**src/sv/heightmap_vertex_normal_generator_defines.svh**
```systemverilog
// ----------------------------------------------------------------------------
// Heightmap vertex normal generator assertion macros
// Shared property shapes for the block's concurrent checks.
// ----------------------------------------------------------------------------
`ifndef HEIGHTMAP_VERTEX_NORMAL_GENERATOR_DEFINES_SVH
`define HEIGHTMAP_VERTEX_NORMAL_GENERATOR_DEFINES_SVH

// Consequent must hold in the same cycle as the antecedent.
`define HVN_ASSERT_SAME(label, ante, cons) \
  label: assert property (@(posedge clk_i) disable iff (!rst_ni) (ante) |-> (cons)) \
    else $error("hvn same-cycle check failed");

// Consequent must hold in the cycle after the antecedent.
`define HVN_ASSERT_NEXT(label, ante, cons) \
  label: assert property (@(posedge clk_i) disable iff (!rst_ni) (ante) |=> (cons)) \
    else $error("hvn next-cycle check failed");

`endif

```
**src/sv/hvn_pkg.sv**
```systemverilog
// ----------------------------------------------------------------------------
// hvn_pkg
// Shared constants and the vertex job type for the heightmap normal generator.
// ----------------------------------------------------------------------------
package hvn_pkg;

  localparam int MaxWidth = 4096;
  localparam int ColW     = 12;
  localparam int RowW     = 16;
  localparam int ElevW    = 24;
  localparam int ZW       = 16;
  localparam int DzW      = 17;
  localparam int DivNW    = 48;
  localparam int DivDW    = 33;
  localparam int DivCntW  = 6;
  localparam int QDepth   = 4;
  localparam int QPtrW    = 2;

  localparam logic signed [ZW-1:0] ZOffset     = 16'sd6554;
  localparam logic        [15:0]   CoordOffset = 16'd16384;
  localparam logic signed [15:0]   NormOne     = 16'sd16384;

  // Configuration register indexes.
  localparam logic [1:0] CfgGridWidth  = 2'd0;
  localparam logic [1:0] CfgGridHeight = 2'd1;
  localparam logic [1:0] CfgElevMin    = 2'd2;
  localparam logic [1:0] CfgElevMax    = 2'd3;

  // One vertex to be finished by the back end.
  typedef struct packed {
    logic [RowW-1:0]       row;
    logic [ColW-1:0]       col;
    logic signed [ZW-1:0]  z;
    logic [ColW-1:0]       ca;
    logic [ColW-1:0]       cb;
    logic [RowW-1:0]       ra;
    logic [RowW-1:0]       rb;
    logic signed [DzW-1:0] dzx;
    logic signed [DzW-1:0] dzy;
    logic                  last;
  } job_t;

endpackage

```
**src/sv/hvn_queue.sv**
```systemverilog
// ----------------------------------------------------------------------------
// hvn_queue
// Short job queue between the sample front end and the vertex back end.
// ----------------------------------------------------------------------------
module hvn_queue (
  input  logic          clk_i,
  input  logic          rst_ni,
  input  logic          push_i,
  input  hvn_pkg::job_t job_i,
  output logic          full_o,
  input  logic          pop_i,
  output hvn_pkg::job_t job_o,
  output logic          empty_o
);

  hvn_pkg::job_t                mem_q [hvn_pkg::QDepth];
  logic [hvn_pkg::QPtrW-1:0]    wr_ptr_q;
  logic [hvn_pkg::QPtrW-1:0]    rd_ptr_q;
  logic [hvn_pkg::QPtrW:0]      cnt_q;

  // Pointer and fill bookkeeping.
  always_ff @(posedge clk_i or negedge rst_ni) begin
    if (!rst_ni) begin
      wr_ptr_q <= '0;
      rd_ptr_q <= '0;
      cnt_q    <= '0;
    end else begin
      if (push_i) wr_ptr_q <= wr_ptr_q + hvn_pkg::QPtrW'(1);
      if (pop_i)  rd_ptr_q <= rd_ptr_q + hvn_pkg::QPtrW'(1);
      if (push_i && !pop_i)      cnt_q <= cnt_q + (hvn_pkg::QPtrW+1)'(1);
      else if (pop_i && !push_i) cnt_q <= cnt_q - (hvn_pkg::QPtrW+1)'(1);
    end
  end

  always_ff @(posedge clk_i) begin
    if (push_i) mem_q[wr_ptr_q] <= job_i;
  end

  assign job_o   = mem_q[rd_ptr_q];
  assign full_o  = (cnt_q == (hvn_pkg::QPtrW+1)'(hvn_pkg::QDepth));
  assign empty_o = (cnt_q == '0);

endmodule

```
**config.mk**
```make
export PLATFORM = sky130hd
export DESIGN_NAME = hvn_queue
export DESIGN_NICKNAME = d
export VERILOG_FILES = /design/src/sv/heightmap_vertex_normal_generator_defines.svh /design/src/sv/hvn_pkg.sv /design/src/sv/hvn_queue.sv
export SDC_FILE = /design/constraint.sdc
export NUM_CORES = 1
export LEC_CHECK = 0
export BUFFER_PORTS_ARGS = -buffer_cell sky130_fd_sc_hd__buf_2
export CAP_MARGIN = 20
export CORE_ASPECT_RATIO = 1.2
export CORE_MARGIN = 10
export CORE_UTILIZATION = 35
export DETAILED_ROUTE_END_ITERATION = 16
export SLEW_MARGIN = 20
export SYNTH_ARGS = -nofsm -noshare
export SYNTH_HDL_FRONTEND = slang
export SYNTH_SLANG_ARGS = --single-unit
export TNS_END_PERCENT = 30
```
**constraint.sdc**
```tcl
create_clock -name clk_i -period 6 [get_ports clk_i]
set_clock_uncertainty 0.05 [all_clocks]
set_input_delay 1.2 -clock clk_i [delete_from_list [all_inputs] [get_ports clk_i]]
set_output_delay 1.2 -clock clk_i [all_outputs]
set_load 0.05 [all_outputs]
```
# Yosys cells after proc, flatten, opt, wreduce, memory -nomap -nowiden
# Memories as Yosys holds them, arrays and structs flattened.
# Index checks and enable logic that the tools add are counted.
# op_classes
addsub	4
eq_ne	1
n_mux	4
n_reduce_logical	6
# ops
cell	count
3-bit 2-to-1 mux	2
2-bit by 1-bit adder with 2-bit output (second input constant)	2
3-bit by 1-bit adder with 3-bit output (second input constant)	1
3-bit equality test (second input constant)	1
3-bit logical NOT	1
3-bit by 1-bit subtractor with 3-bit output (second input constant)	1
1-bit logical AND	2
1-bit logical NOT	2
1-bit 2-to-1 mux	2
2-bit nonzero test	1
# totals
register_bits	7
ramBits	540
input_bits	139
out_inout_bits	137
wordCells	19
memories	1
# mem_list
name	depth	width	rd	rd_clocked_by_memory_dff	wr	line_no	text
mem_q	4	135	1	0	1	hvn_queue.sv:16	hvn_pkg::job_t mem_q [hvn_pkg::QDepth];

# Longest topological paths before layout
# logic_depth
word_depth	4
ltp_mapped	7
mapped_depth_nobuf	7

# Worst setup path before layout
# No wires, ideal clock.
# synth_path
kind	input -> register
start	in push_i
end	mem mem_q[1][0] (netlist name), enable pin
setup_time_ns	0.510
t_arrival_ns	4.289
required_time_ns	5.440
path_slack_ns	1.151
stages	1
path_buffers	0
cell_sequence	and2_1
# synth_via
elab_chain_len	2
# synth_lines
item	line_no	text
start: declaration	hvn_queue.sv:8	input logic push_i,
1-bit 2-to-1 mux	hvn_queue.sv:36	if (push_i) mem_q[wr_ptr_q] <= job_i;
1-bit 2-to-1 mux (not written as such)	hvn_queue.sv:36	
end: declaration	hvn_queue.sv:16	
# No other way between the ends.

==> results by stage <==
Outcome:
- The flow ran to the end, and the final reports show no timing, DRC or antenna violations.

Critical path:
- Traced cell by cell, the critical path runs through buf_12 -> mux4_2 -> buf_2.
- The data arrival time of the worst path is 2.93 ns.
- Along the worst path, the maximum fanout reaches between 50 and 60.
- The data required time of the critical path is between 4 and 5 ns.
- The critical path is of the flip-flop to output pin type.
- Together, buffers and inverters on the worst path number 2.
- For this design, the slowest cell found on the critical path is dfrtp_4.
- Broken down by cell family, the worst path's largest delay share belongs to flip-flops.
- The delay of the slowest critical-path stage is 0.93 ns.
- The sort of element at the start of the critical path is a flip-flop.
- The worst setup path is captured at an output pin.

Placement:
- In this run the tool buffered the top-level ports with 275 buffer cells.
- Including well taps, the total number of placed cells is 1724.
- Summed over all nets, the half-perimeter wirelength after detailed placement is 26000 microns.
- The congestion estimate from routability-driven global placement came to 0.697.
- At the placement stage, the worst setup path has a slack of 2.33 ns.

Clock tree:
- Clock tree synthesis selected as its root buffer the cell clkbuf_16.
- In this run the number of H-tree levels came out at 2.
- Buffers inserted to repair hold after CTS numbered 0.
- For the worst-skew pair, the clock arrives at the later sink with an insertion delay of 0.58 ns.
- TritonCTS built the clock tree.
- The post-CTS setup repair buffer count is 0.
- After clock tree synthesis, the clock-pin slew on the worst setup and hold paths is ~0.060 ns.
- The total of cells resized after clock tree synthesis is 0.
- The number of clock buffers inserted by TritonCTS is 54.
- The total number of clock tree sinks is 547.
- No sink is reached through more buffers than the 3 on the longest clock path.

Global routing:
- Entering global routing, the biggest net connects 72 pins.
- The number of antenna violations at the first check in global routing is 6.
- The via count of the first global-routing pass is 9770.
- The global-route wire length before repair is 62600 microns.
- The overflow left after global routing is 0.
- In the global route stage, overall resource usage came out at about 12%.

Timing:
- Static timing analysis puts the maximum clock frequency at 239 MHz.
- The relative slew slack is between 40 and 50%.
- The time the final worst path needs with I/O delays and setup is 4.18 ns.
- The final cycle utilization of the critical path is between 60 and 70%.
- Setup violations remaining at the end of the flow were counted as 0.
- The slack of the critical path is 1.82 ns.
- The post-route setup TNS is 0 ns.
- The slew at the pin closest to its max-slew limit is roughly 0.86 ns.
- The max-slew violation total from the final report came to 0.
- The final number of hold-violating endpoints is 0.
- Setup repair after global routing left no endpoint under its margin.

Synth:
- The share of synthesized area in the top cell type comes to 81.6%.
- The warning count from the yosys run is 0.
- Ranked by instance count, the synthesized netlist is headed by edfxtp_1 (540), mux4_2 (135), buf_2 (13).
- The sequential cell area fraction in the yosys report is 82.5%.
- After synthesis, the mean cell area works out to 26.9 sq um.
- The leading cell type by number of instances after synthesis is edfxtp_1.
- The post-synthesis sequential element count is 547.
- Of all cell types, the one taking the most synthesized area is edfxtp_1.
- Counting distinct cell types in the post-synthesis netlist gives 19.
- Yosys attributes the largest share of cell area to edfxtp_1 (82%), mux4_2 (15%), dfrtp_1 (0.88%).
- The post-synthesis net count is 884.
- Among all flip-flop cells after synthesis, the most frequent one is edfxtp_1.
- The synthesized netlist cell count is between 700 and 800.
- After synthesis the cells add up to 19900 sq um.
- The synthesized design contains 540 enable-type register cells.
- The share of synthesized registers carrying an async set or reset is 1.28%.

Route:
- The detailed-route wire length per cell is 22.8 microns.
- The number of detailed-routing iterations run before antenna repair is 4.
- The number of DRC markers in iteration 0 is 527.
- The post-detailed-route via-to-cell ratio is 4.81.
- After detailed routing, the total wire length is 41700 microns.
- After detailed routing, the number of remaining DRC violations is 0.
- In this run the remaining antenna-violating nets after routing total 0.
- The detailed router placed 8788 vias in this run.

Power:
- Overall power consumption after layout is estimated at 13800 uW.
- Across the VDD grid, the largest voltage drop is roughly 0.37 mV.
- The areal power density over the cells is roughly 570 nW/um^2.
- The analysis attributes to cell leakage a power of 0.00808 uW.

Floorplanning:
- Pin placement for this block handled around 280 I/O pins.
- The initial core utilization is 35.4%.
- The floorplan step set the die width to 238 microns.
- The region available for standard cell placement spans 56100 sq um.
- The die covers 66700 sq um.
- Row generation in the floorplan step produced 95 rows.
- The height of the chip is 281 microns.

Layout:
- The area used by sequential logic in the layout is about 16000 sq um.
- The net total in the final layout is 1198.
- Cells with a size suffix above 1 make up 46.7% of the layout.
- The fill cell instance count of the final layout is 4845.
- The multi-input combinational cells in the finished layout cover a total of 3250 sq um.
- Compared with the post-synthesis result, the final layout area differs by 20.4%.
- The number of cells in the finished layout apart from fillers is 1826.

Flow run:
- Across the run, the number of max-cap violations was 0.

Hold path:
- The worst min-delay path class is primary input to async pin.
## stage by stage
| stage | area (sq um) | utilization [%] | hold slack (ns) |
|---|---|---|---|
| after global routing | 23900 | 42.7 | 0.369 |
| after detailed placement | 22100 | 39.4 | 0.431 |
| after global placement | 22100 | 39.4 | 0.425 |
| final | 23900 | 42.7 | 0.401 |
| after CTS | 23900 | 42.6 | 0.362 |
| after floorplan | 19900 | - | 0.406 |
## cell families after synthesis
logic type               after synthesis  synth area share (%)
AO/OA/AOI/OAI                          1                0.0252
XOR/XNOR                               6                 0.264
adder cells (fa/ha/maj)                6                 0.416
buffers and inverters                 34                  1.20
flip-flops                           547                  82.5
multiplexers                         136                  15.4
AND/OR/NAND/NOR                        9                 0.246
## layer usage
metal | part of all wire [%] | wire length (microns) | up-vias | global-route usage [%]
li1 | - | - | 3839 | -
met1 | 37 | 15300 | 4638 | 13.6
met2 | 54 | 22500 | 238 | 22.3
met3 | 6.8 | 2830 | 65 | 3.94
met4 | 2.3 | 960 | 8 | 4.21
met5 | 0.16 | 66 | - | 0
## path summary, 6_finish.rpt
check / startpoint / endpoint / slack [ns] / cells past startpoint
worst min-delay path: rst_ni / wr_ptr_q[0] / 0.40 / 1
worst max-delay path: rd_ptr_q[0] / job_o[65] / 1.82 / 3
worst min register to register: cnt_q[2] / cnt_q[2] / 0.44 / 1
min in group clk_i: cnt_q[2] / cnt_q[2] / 0.44 / 1
worst max register to register: wr_ptr_q[0] / mem_q[2][53] / 3.70 / 4
max in group asynchronous: rst_ni / rd_ptr_q[1] / 5.31 / 1
## cell usage in the layout, fill, tap and decap left out, types with 2 or more instances in the layout
cell type / count
buf_2: 275
xnor2_1: 2
clkbuf_1: 7
clkbuf_16: 57
nand2_1: 2
mux4_2: 135
clkbuf_8: 3
ha_1: 5
edfxtp_1: 540
clkinvlp_4: 2
xor2_1: 4
diode_2: 2
bufinv_16: 6
and2_4: 4
dfrtp_1: 5
inv_1: 4
buf_4: 7
clkinv_2: 13
buf_12: 6
clkinv_1: 11
dfrtp_4: 2
## worst reg2reg max path, cell delays in order (launching register included)
cell and delay (ns):
dfrtp_1 0.42, inv_1 0.10, ha_1 0.14, and2_4 0.69
buf_4 0.54
## final cells by class
cell class	instances	share of cell area, %
flip-flops and latches	547	68.5
multi-input cells	158	13.6
repair buffers	288	6.47
clock buffers	67	6.24
well taps	727	3.80
clock inverters	33	1.30
inverters	4	0.0627
diodes	2	0.0209
## registers in the layout, summed over array words and instances, names as in the netlist
name	count
mem_q	540
wr_ptr_q	2
cnt_q	3
rd_ptr_q	2
## where the power goes
part           leakage [uW]  switching (uW)  total [uW]  internal (uW)
logic               0.00215            3640        5110           1480
clock network      0.000890            1370        3380           2010
registers           0.00504             263        5260           5000
Note: power is estimated with default switching activity, not from simulation.
