<file path="src/sv/heightmap_vertex_normal_generator_defines.svh">
// ----------------------------------------------------------------------------
// Heightmap vertex normal generator assertion macros
// Shared property shapes for the block's concurrent checks.
// ----------------------------------------------------------------------------
`ifndef HEIGHTMAP_VERTEX_NORMAL_GENERATOR_DEFINES_SVH
`define HEIGHTMAP_VERTEX_NORMAL_GENERATOR_DEFINES_SVH

// Consequent must hold in the same cycle as the antecedent.
`define HVN_ASSERT_SAME(label, ante, cons) \
  label: assert property (@(posedge clk_i) disable iff (!rst_ni) (ante) |-> (cons)) \
    else $error("hvn same-cycle check failed");

// Consequent must hold in the cycle after the antecedent.
`define HVN_ASSERT_NEXT(label, ante, cons) \
  label: assert property (@(posedge clk_i) disable iff (!rst_ni) (ante) |=> (cons)) \
    else $error("hvn next-cycle check failed");

`endif

</file>
<file path="src/sv/hvn_pkg.sv">
// ----------------------------------------------------------------------------
// hvn_pkg
// Shared constants and the vertex job type for the heightmap normal generator.
// ----------------------------------------------------------------------------
package hvn_pkg;

  localparam int MaxWidth = 4096;
  localparam int ColW     = 12;
  localparam int RowW     = 16;
  localparam int ElevW    = 24;
  localparam int ZW       = 16;
  localparam int DzW      = 17;
  localparam int DivNW    = 48;
  localparam int DivDW    = 33;
  localparam int DivCntW  = 6;
  localparam int QDepth   = 4;
  localparam int QPtrW    = 2;

  localparam logic signed [ZW-1:0] ZOffset     = 16'sd6554;
  localparam logic        [15:0]   CoordOffset = 16'd16384;
  localparam logic signed [15:0]   NormOne     = 16'sd16384;

  // Configuration register indexes.
  localparam logic [1:0] CfgGridWidth  = 2'd0;
  localparam logic [1:0] CfgGridHeight = 2'd1;
  localparam logic [1:0] CfgElevMin    = 2'd2;
  localparam logic [1:0] CfgElevMax    = 2'd3;

  // One vertex to be finished by the back end.
  typedef struct packed {
    logic [RowW-1:0]       row;
    logic [ColW-1:0]       col;
    logic signed [ZW-1:0]  z;
    logic [ColW-1:0]       ca;
    logic [ColW-1:0]       cb;
    logic [RowW-1:0]       ra;
    logic [RowW-1:0]       rb;
    logic signed [DzW-1:0] dzx;
    logic signed [DzW-1:0] dzy;
    logic                  last;
  } job_t;

endpackage

</file>
<file path="src/sv/hvn_div.sv">
// ----------------------------------------------------------------------------
// hvn_div
// Restoring unsigned divider, one quotient bit per cycle.
// ----------------------------------------------------------------------------
module hvn_div (
  input  logic                           clk_i,
  input  logic                           rst_ni,
  input  logic                           start_i,
  input  logic [hvn_pkg::DivNW-1:0]      dividend_i,
  input  logic [hvn_pkg::DivDW-1:0]      divisor_i,
  output logic                           done_o,
  output logic [hvn_pkg::DivNW-1:0]      quotient_o
);

  logic [hvn_pkg::DivNW-1:0]   dvd_q;
  logic [hvn_pkg::DivDW-1:0]   dsr_q;
  logic [hvn_pkg::DivDW-1:0]   rem_q;
  logic [hvn_pkg::DivCntW-1:0] cnt_q;
  logic                        done_q;
  logic [hvn_pkg::DivDW:0]     rem_sh;
  logic                        ge;

  // Shift in the next dividend bit and try the subtraction.
  always_comb begin
    rem_sh = {rem_q, dvd_q[hvn_pkg::DivNW-1]};
    ge     = rem_sh >= {1'b0, dsr_q};
  end

  always_ff @(posedge clk_i or negedge rst_ni) begin
    if (!rst_ni) begin
      cnt_q  <= '0;
      done_q <= 1'b0;
    end else begin
      done_q <= (cnt_q == hvn_pkg::DivCntW'(1));
      if (start_i) begin
        cnt_q <= hvn_pkg::DivCntW'(hvn_pkg::DivNW);
      end else if (cnt_q != '0) begin
        cnt_q <= cnt_q - hvn_pkg::DivCntW'(1);
      end
    end
  end

  // Datapath registers need no reset.
  always_ff @(posedge clk_i) begin
    if (start_i) begin
      dvd_q <= dividend_i;
      dsr_q <= divisor_i;
      rem_q <= '0;
    end else if (cnt_q != '0) begin
      dvd_q <= {dvd_q[hvn_pkg::DivNW-2:0], ge};
      rem_q <= ge ? hvn_pkg::DivDW'(rem_sh - {1'b0, dsr_q}) : rem_sh[hvn_pkg::DivDW-1:0];
    end
  end

  assign done_o     = done_q;
  assign quotient_o = dvd_q;

endmodule

</file>
<file path="src/sv/hvn_back.sv">
// ----------------------------------------------------------------------------
// hvn_back
// Finishes one vertex job: grid coordinates, cross product, its length and
// unit normal (up for a zero product); holds the result until it is taken.
// ----------------------------------------------------------------------------
module hvn_back (
  input  logic                  clk_i,
  input  logic                  rst_ni,
  input  logic                  empty_i,
  input  hvn_pkg::job_t         job_i,
  output logic                  pop_o,
  input  logic [hvn_pkg::ColW-1:0] wm1_i,
  input  logic [hvn_pkg::RowW-1:0] hm1_i,
  output logic                  out_valid_o,
  input  logic                  out_stall_i,
  output logic [15:0]           vertex_row_o,
  output logic [11:0]           vertex_col_o,
  output logic signed [15:0]    pos_x_o,
  output logic signed [15:0]    pos_y_o,
  output logic signed [15:0]    pos_z_o,
  output logic signed [15:0]    norm_x_o,
  output logic signed [15:0]    norm_y_o,
  output logic [14:0]           norm_z_o,
  output logic                  last_vertex_o
);

  localparam logic [2:0] BIdle  = 3'd0;
  localparam logic [2:0] BCoord = 3'd1;
  localparam logic [2:0] BMul   = 3'd2;
  localparam logic [2:0] BSqChk = 3'd3;
  localparam logic [2:0] BSqrt  = 3'd4;
  localparam logic [2:0] BUnit  = 3'd5;
  localparam logic [2:0] BOut   = 3'd6;

  logic [2:0]                  state_q;
  hvn_pkg::job_t               job_q;
  logic [2:0]                  k_q;
  logic                        wait_q;
  logic signed [15:0]          coord_q [6];
  logic signed [33:0]          v_q [3];
  logic [63:0]                 s_q, rem_q, res_q, bit_q;
  logic [4:0]                  sq_cnt_q;
  logic [31:0]                 len_q;
  logic [1:0]                  u_q;
  logic signed [15:0]          nrm_q [3];
  logic                        div_start, div_done;
  logic [hvn_pkg::DivNW-1:0]   dividend, quotient;
  logic [hvn_pkg::DivDW-1:0]   divisor;
  logic [15:0]                 c_idx, c_d;
  logic signed [33:0]          dx, dy, mul_a, mul_b, v_sel;
  logic signed [67:0]          mul_p;
  logic [32:0]                 mag;
  logic [63:0]                 sq_sum, rem_d, res_d;
  logic                        sq_ge;

  assign pop_o = (state_q == BIdle) && !empty_i;

  // Coordinate index and span for the current coordinate step.
  always_comb begin
    case (k_q)
      3'd0:    c_idx = 16'(job_q.col);
      3'd1:    c_idx = 16'(job_q.ca);
      3'd2:    c_idx = 16'(job_q.cb);
      3'd3:    c_idx = job_q.row;
      3'd4:    c_idx = job_q.ra;
      default: c_idx = job_q.rb;
    endcase
    c_d = (k_q < 3'd3) ? 16'(wm1_i) : hm1_i;
  end

  // Magnitude of the component being normalized.
  always_comb begin
    v_sel = v_q[u_q];
    mag   = v_sel[33] ? 33'(-v_sel) : 33'(v_sel);
  end

  // Shared divider: coordinates first, then the three normal components.
  always_comb begin
    if (state_q == BCoord) begin
      dividend = hvn_pkg::DivNW'({c_idx, 16'b0}) + hvn_pkg::DivNW'(c_d);
      divisor  = hvn_pkg::DivDW'({c_d, 1'b0});
    end else begin
      dividend = (hvn_pkg::DivNW'(mag) << 15) + hvn_pkg::DivNW'(len_q);
      divisor  = hvn_pkg::DivDW'({len_q, 1'b0});
    end
  end

  assign div_start = ((state_q == BCoord) || (state_q == BUnit)) && !wait_q;

  hvn_div u_div (
    .clk_i      (clk_i),
    .rst_ni     (rst_ni),
    .start_i    (div_start),
    .dividend_i (dividend),
    .divisor_i  (divisor),
    .done_o     (div_done),
    .quotient_o (quotient)
  );

  // Tangent differences and the shared multiplier.
  always_comb begin
    dx = 34'(coord_q[2]) - 34'(coord_q[1]);
    dy = 34'(coord_q[5]) - 34'(coord_q[4]);
    case (k_q)
      3'd0: begin
        mul_a = 34'(job_q.dzx);
        mul_b = dy;
      end
      3'd1: begin
        mul_a = dx;
        mul_b = 34'(job_q.dzy);
      end
      3'd2: begin
        mul_a = dx;
        mul_b = dy;
      end
      3'd3: begin
        mul_a = v_q[0];
        mul_b = v_q[0];
      end
      3'd4: begin
        mul_a = v_q[1];
        mul_b = v_q[1];
      end
      default: begin
        mul_a = v_q[2];
        mul_b = v_q[2];
      end
    endcase
    mul_p = mul_a * mul_b;
  end

  // One step of the bitwise square root.
  always_comb begin
    sq_sum = res_q + bit_q;
    sq_ge  = rem_q >= sq_sum;
    rem_d  = sq_ge ? rem_q - sq_sum : rem_q;
    res_d  = sq_ge ? (res_q >> 1) + bit_q : res_q >> 1;
  end

  // Vertex sequencer.
  always_ff @(posedge clk_i or negedge rst_ni) begin
    if (!rst_ni) begin
      state_q <= BIdle;
      k_q     <= '0;
      wait_q  <= 1'b0;
      u_q     <= '0;
    end else begin
      case (state_q)
        BIdle: begin
          if (!empty_i) begin
            k_q     <= '0;
            wait_q  <= 1'b0;
            state_q <= BCoord;
          end
        end
        BCoord: begin
          if (div_start) begin
            wait_q <= 1'b1;
          end else if (div_done) begin
            wait_q <= 1'b0;
            if (k_q == 3'd5) begin
              k_q     <= '0;
              state_q <= BMul;
            end else begin
              k_q <= k_q + 3'd1;
            end
          end
        end
        BMul: begin
          if (k_q == 3'd5) state_q <= BSqChk;
          else k_q <= k_q + 3'd1;
        end
        BSqChk: begin
          u_q     <= '0;
          wait_q  <= 1'b0;
          state_q <= (s_q == '0) ? BOut : BSqrt;
        end
        BSqrt: begin
          if (sq_cnt_q == 5'd31) state_q <= BUnit;
        end
        BUnit: begin
          if (div_start) begin
            wait_q <= 1'b1;
          end else if (div_done) begin
            wait_q <= 1'b0;
            if (u_q == 2'd2) state_q <= BOut;
            else u_q <= u_q + 2'd1;
          end
        end
        BOut: begin
          if (!out_stall_i) state_q <= BIdle;
        end
        default: state_q <= BIdle;
      endcase
    end
  end

  // Datapath registers.
  always_ff @(posedge clk_i) begin
    if (pop_o) job_q <= job_i;
    if (state_q == BCoord && !div_start && div_done) begin
      coord_q[k_q] <= $signed(quotient[15:0] - hvn_pkg::CoordOffset);
    end
    if (state_q == BMul) begin
      case (k_q)
        3'd0:    v_q[0] <= -mul_p[33:0];
        3'd1:    v_q[1] <= -mul_p[33:0];
        3'd2:    v_q[2] <= mul_p[33:0];
        3'd3:    s_q    <= mul_p[63:0];
        default: s_q    <= s_q + mul_p[63:0];
      endcase
    end
    if (state_q == BSqChk) begin
      rem_q    <= s_q;
      res_q    <= '0;
      bit_q    <= 64'h4000_0000_0000_0000;
      sq_cnt_q <= '0;
      nrm_q[0] <= '0;
      nrm_q[1] <= '0;
      nrm_q[2] <= hvn_pkg::NormOne;
    end
    if (state_q == BSqrt) begin
      rem_q    <= rem_d;
      res_q    <= res_d;
      bit_q    <= bit_q >> 2;
      sq_cnt_q <= sq_cnt_q + 5'd1;
      if (sq_cnt_q == 5'd31) len_q <= res_d[31:0];
    end
    if (state_q == BUnit && !div_start && div_done) begin
      nrm_q[u_q] <= v_sel[33] ? -$signed(quotient[15:0]) : $signed(quotient[15:0]);
    end
  end

  assign out_valid_o   = (state_q == BOut);
  assign vertex_row_o  = job_q.row;
  assign vertex_col_o  = job_q.col;
  assign pos_x_o       = coord_q[0];
  assign pos_y_o       = coord_q[3];
  assign pos_z_o       = job_q.z;
  assign norm_x_o      = nrm_q[0];
  assign norm_y_o      = nrm_q[1];
  assign norm_z_o      = nrm_q[2][14:0];
  assign last_vertex_o = job_q.last;

endmodule
</file>
<file path="config.mk">
export PLATFORM = sky130hd
export DESIGN_NAME = hvn_back
export DESIGN_NICKNAME = d
export VERILOG_FILES = /design/src/sv/heightmap_vertex_normal_generator_defines.svh /design/src/sv/hvn_pkg.sv /design/src/sv/hvn_div.sv /design/src/sv/hvn_back.sv
export SDC_FILE = /design/constraint.sdc
export NUM_CORES = 2
export LEC_CHECK = 0
export BUFFER_PORTS_ARGS = -buffer_cell sky130_fd_sc_hd__buf_2
export CAP_MARGIN = 5
export CORE_AREA = 2 2 382 384
export CTS_CLUSTER_DIAMETER = 80
export CTS_CLUSTER_SIZE = 28
export DETAILED_ROUTE_END_ITERATION = 16
export DIE_AREA = 0 0 384 386
export GPL_TIMING_DRIVEN = 1
export HOLD_SLACK_MARGIN = 0.08
export PLACE_DENSITY_LB_ADDON = 0.25
export SLEW_MARGIN = 20
export SYNTH_ARGS = -nofsm -noshare
export SYNTH_HDL_FRONTEND = slang
export SYNTH_SLANG_ARGS = --single-unit
</file>
<file path="constraint.sdc">
create_clock -name clk_i -period 22.2 [get_ports clk_i]
set_input_delay 3.33 -clock clk_i [delete_from_list [all_inputs] [get_ports clk_i]]
set_output_delay 3.33 -clock clk_i [all_outputs]
set_load 0.1 [all_outputs]
</file>
* Word level (Yosys, flattened, before mapping)
Memory sizes are Yosys's and may differ from the RTL's.
Cells that the tools add are included.
** Cells by class
- Multiplexer cells :: 74
- $lt $le $gt $ge :: 3
- Reduce and logical (&&, ||, !) cells :: 33
- Bitwise gates (word level) :: 1
- Multipliers :: 1
- Add/subtract/negate cells :: 17
- Eq/ne operators :: 28
- Divide/modulo/power cells :: 0
- Shift-type cells :: 0
** Operators with widths (count)
- 64-bit 2-to-1 mux :: 6
- 34-bit one-hot mux with 4 select lines :: 2
- 48-bit 2-to-1 mux :: 3
- 64-bit one-hot mux with 2 select lines :: 1
- 61-bit 2-to-1 mux :: 2
- 16-bit one-hot mux with 5 select lines :: 1
- 34-bit 2-to-1 mux :: 2
- 34-bit OR reduction :: 2
- 33-bit 2-to-1 mux :: 2
- 63-bit by 63-bit adder with 64-bit output :: 1
- 64-bit by 63-bit adder with 64-bit output :: 1
- 64-bit adder :: 1
- 64-bit >= comparator :: 1
- 64-bit zero test :: 1
- 34-bit by 34-bit multiplier with 64-bit output :: 1
- 64-bit subtractor :: 1
- 48-bit by 32-bit adder with 48-bit output :: 1
- 16-bit 2-to-1 mux :: 3
- 3-bit 2-to-1 mux :: 15
- 34-bit by 33-bit >= comparator with 1-bit output :: 1
- 34-bit negator :: 1
- 16-bit by 16-bit subtractor with 17-bit output :: 2
- 32-bit by 16-bit adder with 33-bit output :: 1
- 33-bit negator :: 1
- 42 further kinds :: 104
** Word-level totals
- Memory bits (writable) :: 246
- Memories :: 3
- Bits in read-only memories :: 0
- Output and inout port bits :: 126
- Register bits after elaboration :: 526
- Bits in latches :: 0
- Word-level logic and storage cells :: 187
- Input bits :: 167
** Memories
- v_q :: words 3, bits a word 34, read ports 4, clocked after memory_dff 0, write ports 1, line hvn_back.sv:40 : logic signed [33:0] v_q [3];
- coord_q :: words 6, bits a word 16, read ports 6, clocked after memory_dff 0, write ports 1, line hvn_back.sv:39 : logic signed [15:0] coord_q [6];
- nrm_q :: words 3, bits a word 16, read ports 3, clocked after memory_dff 0, write ports 3, line hvn_back.sv:45 : logic signed [15:0] nrm_q [3];

* Depth between registers and ports, before layout
- Depth after elaboration :: 10
- Depth in mapped cells :: 57
- Mapped depth without buffers :: 55

* Modules after synthesis
From an unflattened synthesis, not the netlist that was laid out.
** Second synthesis, totals
- Cell total of the unflattened synthesis :: 9183
- Area total of the unflattened synthesis :: 87719.1 sq um
** Modules (own cells, without submodules)
- hvn_back :: seq. area each 19463.7 sq um, cells an instance 8539, area each 80960.1 sq um, instances 1
- hvn_div :: seq. area each 3268.1 sq um, cells an instance 644, area each 6759.0 sq um, instances 1

* Worst setup path before layout
OpenSTA, ideal clock, no wires.
- Kind :: in2out
- From :: input port empty_i
- To :: output port pop_o
- Cell stages on the path :: 1
- Path slack :: 0.124 ns
- Path buffers :: 0
- Arrival :: 18.746 ns
- Data required time :: 18.870 ns
- Cell sequence :: nor4_1
** Between the ends
- Cells in the longest elaborated chain, start to end :: 2
** Ends and longest elaborated chain
- start, declared :: line hvn_back.sv:9 : input logic empty_i,
- 1-bit zero test
- 1-bit logical AND :: line hvn_back.sv:56 : assign pop_o = (state_q == BIdle) && !empty_i;
- end, declared :: line hvn_back.sv:11 : output logic pop_o,
Every way passes these cells.

* Final worst setup path
- From :: register k_q[1]
- To :: register s_q[56] (data pin)
** Between the ends
- Cells in the longest elaborated chain, start to end :: 6
- Elaborated cells between the ends (all ways) :: 13
- Classes of those cells :: add/sub: 1; mul: 1; eq/ne: 4; mux: 3; reduce/logical: 4
** Ends and longest elaborated chain
- start, declared :: line hvn_back.sv:37 : logic [2:0] k_q;
- start signal, assigned :: line hvn_back.sv:166 : k_q <= k_q + 3'd1;
- start signal, assigned :: line hvn_back.sv:172 : else k_q <= k_q + 3'd1;
- 3-bit by 2-bit == test with 1-bit output, or another cell as far along :: line hvn_back.sv:104, hvn_back.sv:206
- 2-bit OR reduction (no line)
- 34-bit one-hot mux with 4 select lines :: line hvn_back.sv:104 : case (k_q)
- 34-bit by 34-bit multiplier with 64-bit output :: line hvn_back.sv:130 : mul_p = mul_a * mul_b;
- 64-bit adder :: line hvn_back.sv:211 : default: s_q <= s_q + mul_p[63:0];
- 64-bit one-hot mux with 2 select lines * :: line hvn_back.sv:206 : case (k_q)
- end signal, assigned :: line hvn_back.sv:210 : 3'd3: s_q <= mul_p[63:0];
- end signal, assigned :: line hvn_back.sv:211
- end, declared :: line hvn_back.sv:41 : logic [63:0] s_q, rem_q, res_q, bit_q;
Mark *: on every way between the ends. The rest lies on a longest branch, timed or not.
A chain may end at the register's enable or synchronous reset.

==> impl_summary.md <==
Place
Routability-driven placement finished with a final weighted congestion of about 1. The count of buffers from port buffering is between 200 and 300. The estimated wirelength of the detail-placed design is between 200000 and 250000 um.

Timing
The number of pins with negative max-slew slack in the final report is 0. The remaining max-slew budget at the tightest pin is ~16%. The final setup skew is 0.0568 ns. The top achievable clock speed is about 0.066 GHz. Setup violations remaining at the end of the flow were counted as 0. Subtracting the final worst setup slack from the clock period gives about 15 ns. The hold violation count in the final report is 0. The summed negative setup slack over all endpoints is 0 ns. At the pin with the least slew margin, the transition time is about 1.3 ns. Setup repair after global routing left no endpoint under its margin. The share of the clock period used by the worst path is around 69%.

Min path
The worst min-delay path category is reg2reg.

Clock network
The clock reaches the later pin of the worst-skew pair after between 0.6 and 0.7 ns. The clock transition at the registers of the reported paths is ~0.11 ns. The buffer count from post-CTS setup fixing is 0. The maximum level of the CTS H-tree is 2. The number of buffers on the longest clock path is 3. The total number of clock tree sinks is slightly below 800. The TritonCTS buffer count is 39. Once the clock tree was built, the resizer swapped 0 gates to a different size.

The tree is rooted in a sky130_fd_sc_hd__clkbuf_16. TritonCTS built the clock tree. The count of hold-fix buffers inserted at cts is 0.

Cells and area
In the final layout, the multi-input gates occupy between 0.05 and 0.06 mm^2. The synthesis-to-layout area growth is 5.78%. Cells with a size suffix above 1 make up ~7.7% of the layout.

The combined flip-flop and latch cell area is between 0.02 and 0.025 mm^2. The count of fill cells added during filler insertion is between 10000 and 15000. At the end of the flow, the number of nets in the layout was roughly 11000.

Die
The total number of placement rows is 140. The die extent in x is about 380 um. The area of the core region is ~0.14 mm^2. The total die area is around 0.15 mm^2. The y dimension of the die is 386 um.

In this run the count of I/O pins placed on the die edge is just under 300. The effective utilization at floorplan is approximately three fifths.

Critical path
The largest incremental delay on the critical path is roughly 0.90 ns. The worst-path maximum fanout is 23. The slowest cell on the critical path is sky130_fd_sc_hd__nand2_1.

The kind of capture point of the worst setup path is a register. The setup path with the least slack is of type reg2reg. At the worst endpoint, the required time is approximately 23 ns. The worst setup path is launched from a register. The signal arrival time at the worst endpoint is between 15 and 20 ns.

Logic synthesis
Counting every instance in the synthesized netlist gives 8931. For this run, the number of Yosys warnings is 0. The most used flip-flop cell after synthesis is sky130_fd_sc_hd__edfxtp_1. In this run the cell area of the synthesized design comes to about 0.086 mm^2. Counting flops with an async set or reset pin after synthesis yields a share of under 10%.

In this run, synthesis inferred 720 flip-flops with an integrated enable. Counting every net in the synthesized netlist gives roughly 11000. Counting distinct cell types in the post-synthesis netlist gives between 80 and 90. The count of state elements after synthesis is just under 800. The average footprint of a synthesized cell is 9.65 um^2. Sequential elements use between 20% and 30% of the synthesized area.

Route
The final route contains ~68000 vias. The DRC violation total after the first TritonRoute iteration is between 7000 and 8000. The post-detailed-route DRC marker count is 0. The average wire length per cell after detail routing is roughly 25 um. The sum of routed wire segments on met1 is just over 100000 um. Routed signal wires occupy layers up through met5. For this block, the routed nets add up to 275000 um of wire. The sum of met2 wire segment lengths after detailed routing is between 100000 and 150000 um. The met3 routed wirelength is about 32000 um. Once detail routing completed, the nets flagged for antenna violations numbered 0.

The number of optimization iterations in the first detailed-route pass is 6. After detailed routing, the number of vias per cell comes to between 6 and 7.

GRT
Entering global routing, the biggest net connects between 100 and 150 pins. The number of antenna violations at the first check in global routing is 11. The via count of the first global-routing pass is 68100.

The residual overflow from global routing is 0. The overall fraction of global-route tracks in use is ~37%. The wire length of the first global-routing pass is 416000 um.

Outcome
The flow ran to the end, and the final reports show no timing, DRC or antenna violations.

Run
The max-capacitance violation count is 0.
==> routing by layer <==
layer / track usage, % / up-vias
met5: 0.292 / -
met4: 17.1 / 6
met3: 9.50 / 787
met2: 58.2 / 3932
met1: 49.1 / 33900
li1: - / 29500
==> final timing paths <==
path / startpoint / end / slack [ns] / cells after the start
max: k_q[1] / s_q[56] / 6.99 / 51
min in group asynchronous: rst_ni / u_div.cnt_q[1] / 2.63 / 1
min reg2reg: u_div.rem_q[32] / u_div.rem_q[32] / 0.48 / 2
min: u_div.rem_q[32] / u_div.rem_q[32] / 0.48 / 2
max in group asynchronous: rst_ni / u_q[1] / 19.21 / 1
max reg2reg: k_q[1] / s_q[56] / 6.99 / 51
==> logic make-up (layout without fill, tap and decap cells) <==
kind of cell / Yosys count / count (layout) / share of synthesized area (%)
AOI/OAI and AO/OA: 1601 / 1601 / 11.9
buffers and inverters: 1696 / 1770 / 7.63
muxes: 94 / 94 / 1.17
DFF: 770 / 770 / 26.3
adders and majority gates: 1687 / 1687 / 34.9
xor gates and xnor gates: 468 / 468 / 4.77
and+or+nand+nor: 2615 / 2615 / 13.2
other: 0 / 8 / 0
==> cells in the mapped netlist, types with 31 or more instances <==
| library cell | count | share of area, % |
|---|---|---|
| sky130_fd_sc_hd__inv_1 | 1251 | 5.4 |
| sky130_fd_sc_hd__fa_1 | 1198 | 28 |
| sky130_fd_sc_hd__nand2_1 | 1110 | 4.8 |
| sky130_fd_sc_hd__nor2_1 | 862 | 3.8 |
| sky130_fd_sc_hd__edfxtp_1 | 720 | 25 |
| sky130_fd_sc_hd__ha_1 | 489 | 7.1 |
| sky130_fd_sc_hd__a21oi_1 | 406 | 2.4 |
| sky130_fd_sc_hd__o21ai_0 | 376 | 2.2 |
| sky130_fd_sc_hd__clkbuf_1 | 360 | 1.6 |
| sky130_fd_sc_hd__xnor2_1 | 267 | 2.7 |
| sky130_fd_sc_hd__a21o_1 | 200 | 1.7 |
| sky130_fd_sc_hd__xor2_1 | 200 | 2.0 |
| sky130_fd_sc_hd__and2_1 | 110 | 0.80 |
| sky130_fd_sc_hd__a31oi_1 | 94 | 0.68 |
| sky130_fd_sc_hd__nor3_1 | 79 | 0.46 |
| sky130_fd_sc_hd__nand3_1 | 73 | 0.42 |
| sky130_fd_sc_hd__nor2b_1 | 69 | 0.50 |
| sky130_fd_sc_hd__nand4_1 | 64 | 0.46 |
| sky130_fd_sc_hd__o21bai_1 | 59 | 0.51 |
| sky130_fd_sc_hd__a211oi_1 | 56 | 0.49 |
| sky130_fd_sc_hd__nand2b_1 | 53 | 0.38 |
| sky130_fd_sc_hd__mux2i_1 | 52 | 0.60 |
| sky130_fd_sc_hd__buf_4 | 47 | 0.41 |
| sky130_fd_sc_hd__o211ai_1 | 46 | 0.40 |
| sky130_fd_sc_hd__o21a_1 | 44 | 0.38 |
| sky130_fd_sc_hd__and3_1 | 35 | 0.25 |
| sky130_fd_sc_hd__mux2_2 | 35 | 0.46 |
| sky130_fd_sc_hd__nor4_1 | 35 | 0.25 |
| sky130_fd_sc_hd__dfxtp_1 | 34 | 0.79 |
| sky130_fd_sc_hd__o31ai_1 | 32 | 0.28 |
| sky130_fd_sc_hd__a22oi_1 | 31 | 0.27 |
==> final cells by class <==
type	count	area share, %
clock buffer	48	1.11
inverter	1254	5.16
tap	1917	2.63
multi-input combinational	6465	62.9
timing repair buffer	449	2.91
antenna	8	0.0220
clock inverter	19	0.327
sequential	770	24.9
==> flip-flops by register name, indices dropped and copies added, names as in the netlist, 5 cells and up <==
name and cells:
v_q 102, coord_q 96, job_q 90, rem_q 64, res_q 64, s_q 64
u_div.quotient_o 48, nrm_q 47, u_div.rem_q 33, bit_q 32, len_q 32, u_div.dsr_q 32
pos_z_o 16, vertex_row_o 16, vertex_col_o 12, u_div.cnt_q 6, sq_cnt_q 5
==> metrics by stage <==
stage                     util (%)  std cells  hold slack [ns]  setup WS [ns]  cell area [um^2]
after floorplan                  -       8931            0.445          0.124             86200
after global placement        62.1      10900            0.462           7.66             89800
after detailed placement      62.1      10900            0.464           7.29             89800
after CTS                     63.0      10900            0.480           7.23             91100
after global routing          63.1      10900            0.522           6.28             91100
final                         63.1      10900            0.484           6.99             91200
==> worst max-delay path: cells and delay by family (launching register included) <==
kind	cells	cell delay [ns]
xor gates and xnor gates	2	0.39
muxes	1	0.26
adders and majority gates	11	5.36
AOI/OAI and AO/OA	20	4.90
buffers and inverters	10	1.22
and+or+nand+nor	7	2.14
DFF	1	0.60
==> placed cells by master, fill, tap and decap left out, types with 78 or more instances in the layout <==
cell type	netlist	routed
sky130_fd_sc_hd__inv_1	1251	1251
sky130_fd_sc_hd__fa_1	1198	1198
sky130_fd_sc_hd__nand2_1	1110	1108
sky130_fd_sc_hd__nor2_1	862	858
sky130_fd_sc_hd__edfxtp_1	720	720
sky130_fd_sc_hd__ha_1	489	488
sky130_fd_sc_hd__a21oi_1	406	382
sky130_fd_sc_hd__o21ai_0	376	365
sky130_fd_sc_hd__buf_2	8	292
sky130_fd_sc_hd__xnor2_1	267	263
sky130_fd_sc_hd__xor2_1	200	199
sky130_fd_sc_hd__a21o_1	200	198
sky130_fd_sc_hd__buf_4	47	156
sky130_fd_sc_hd__and2_1	110	107
sky130_fd_sc_hd__a31oi_1	94	94
sky130_fd_sc_hd__nor3_1	79	78
Power is left out: the tool's default activity adds up to more than one toggle a clock period on the data nets, which glitch-free logic cannot reach.
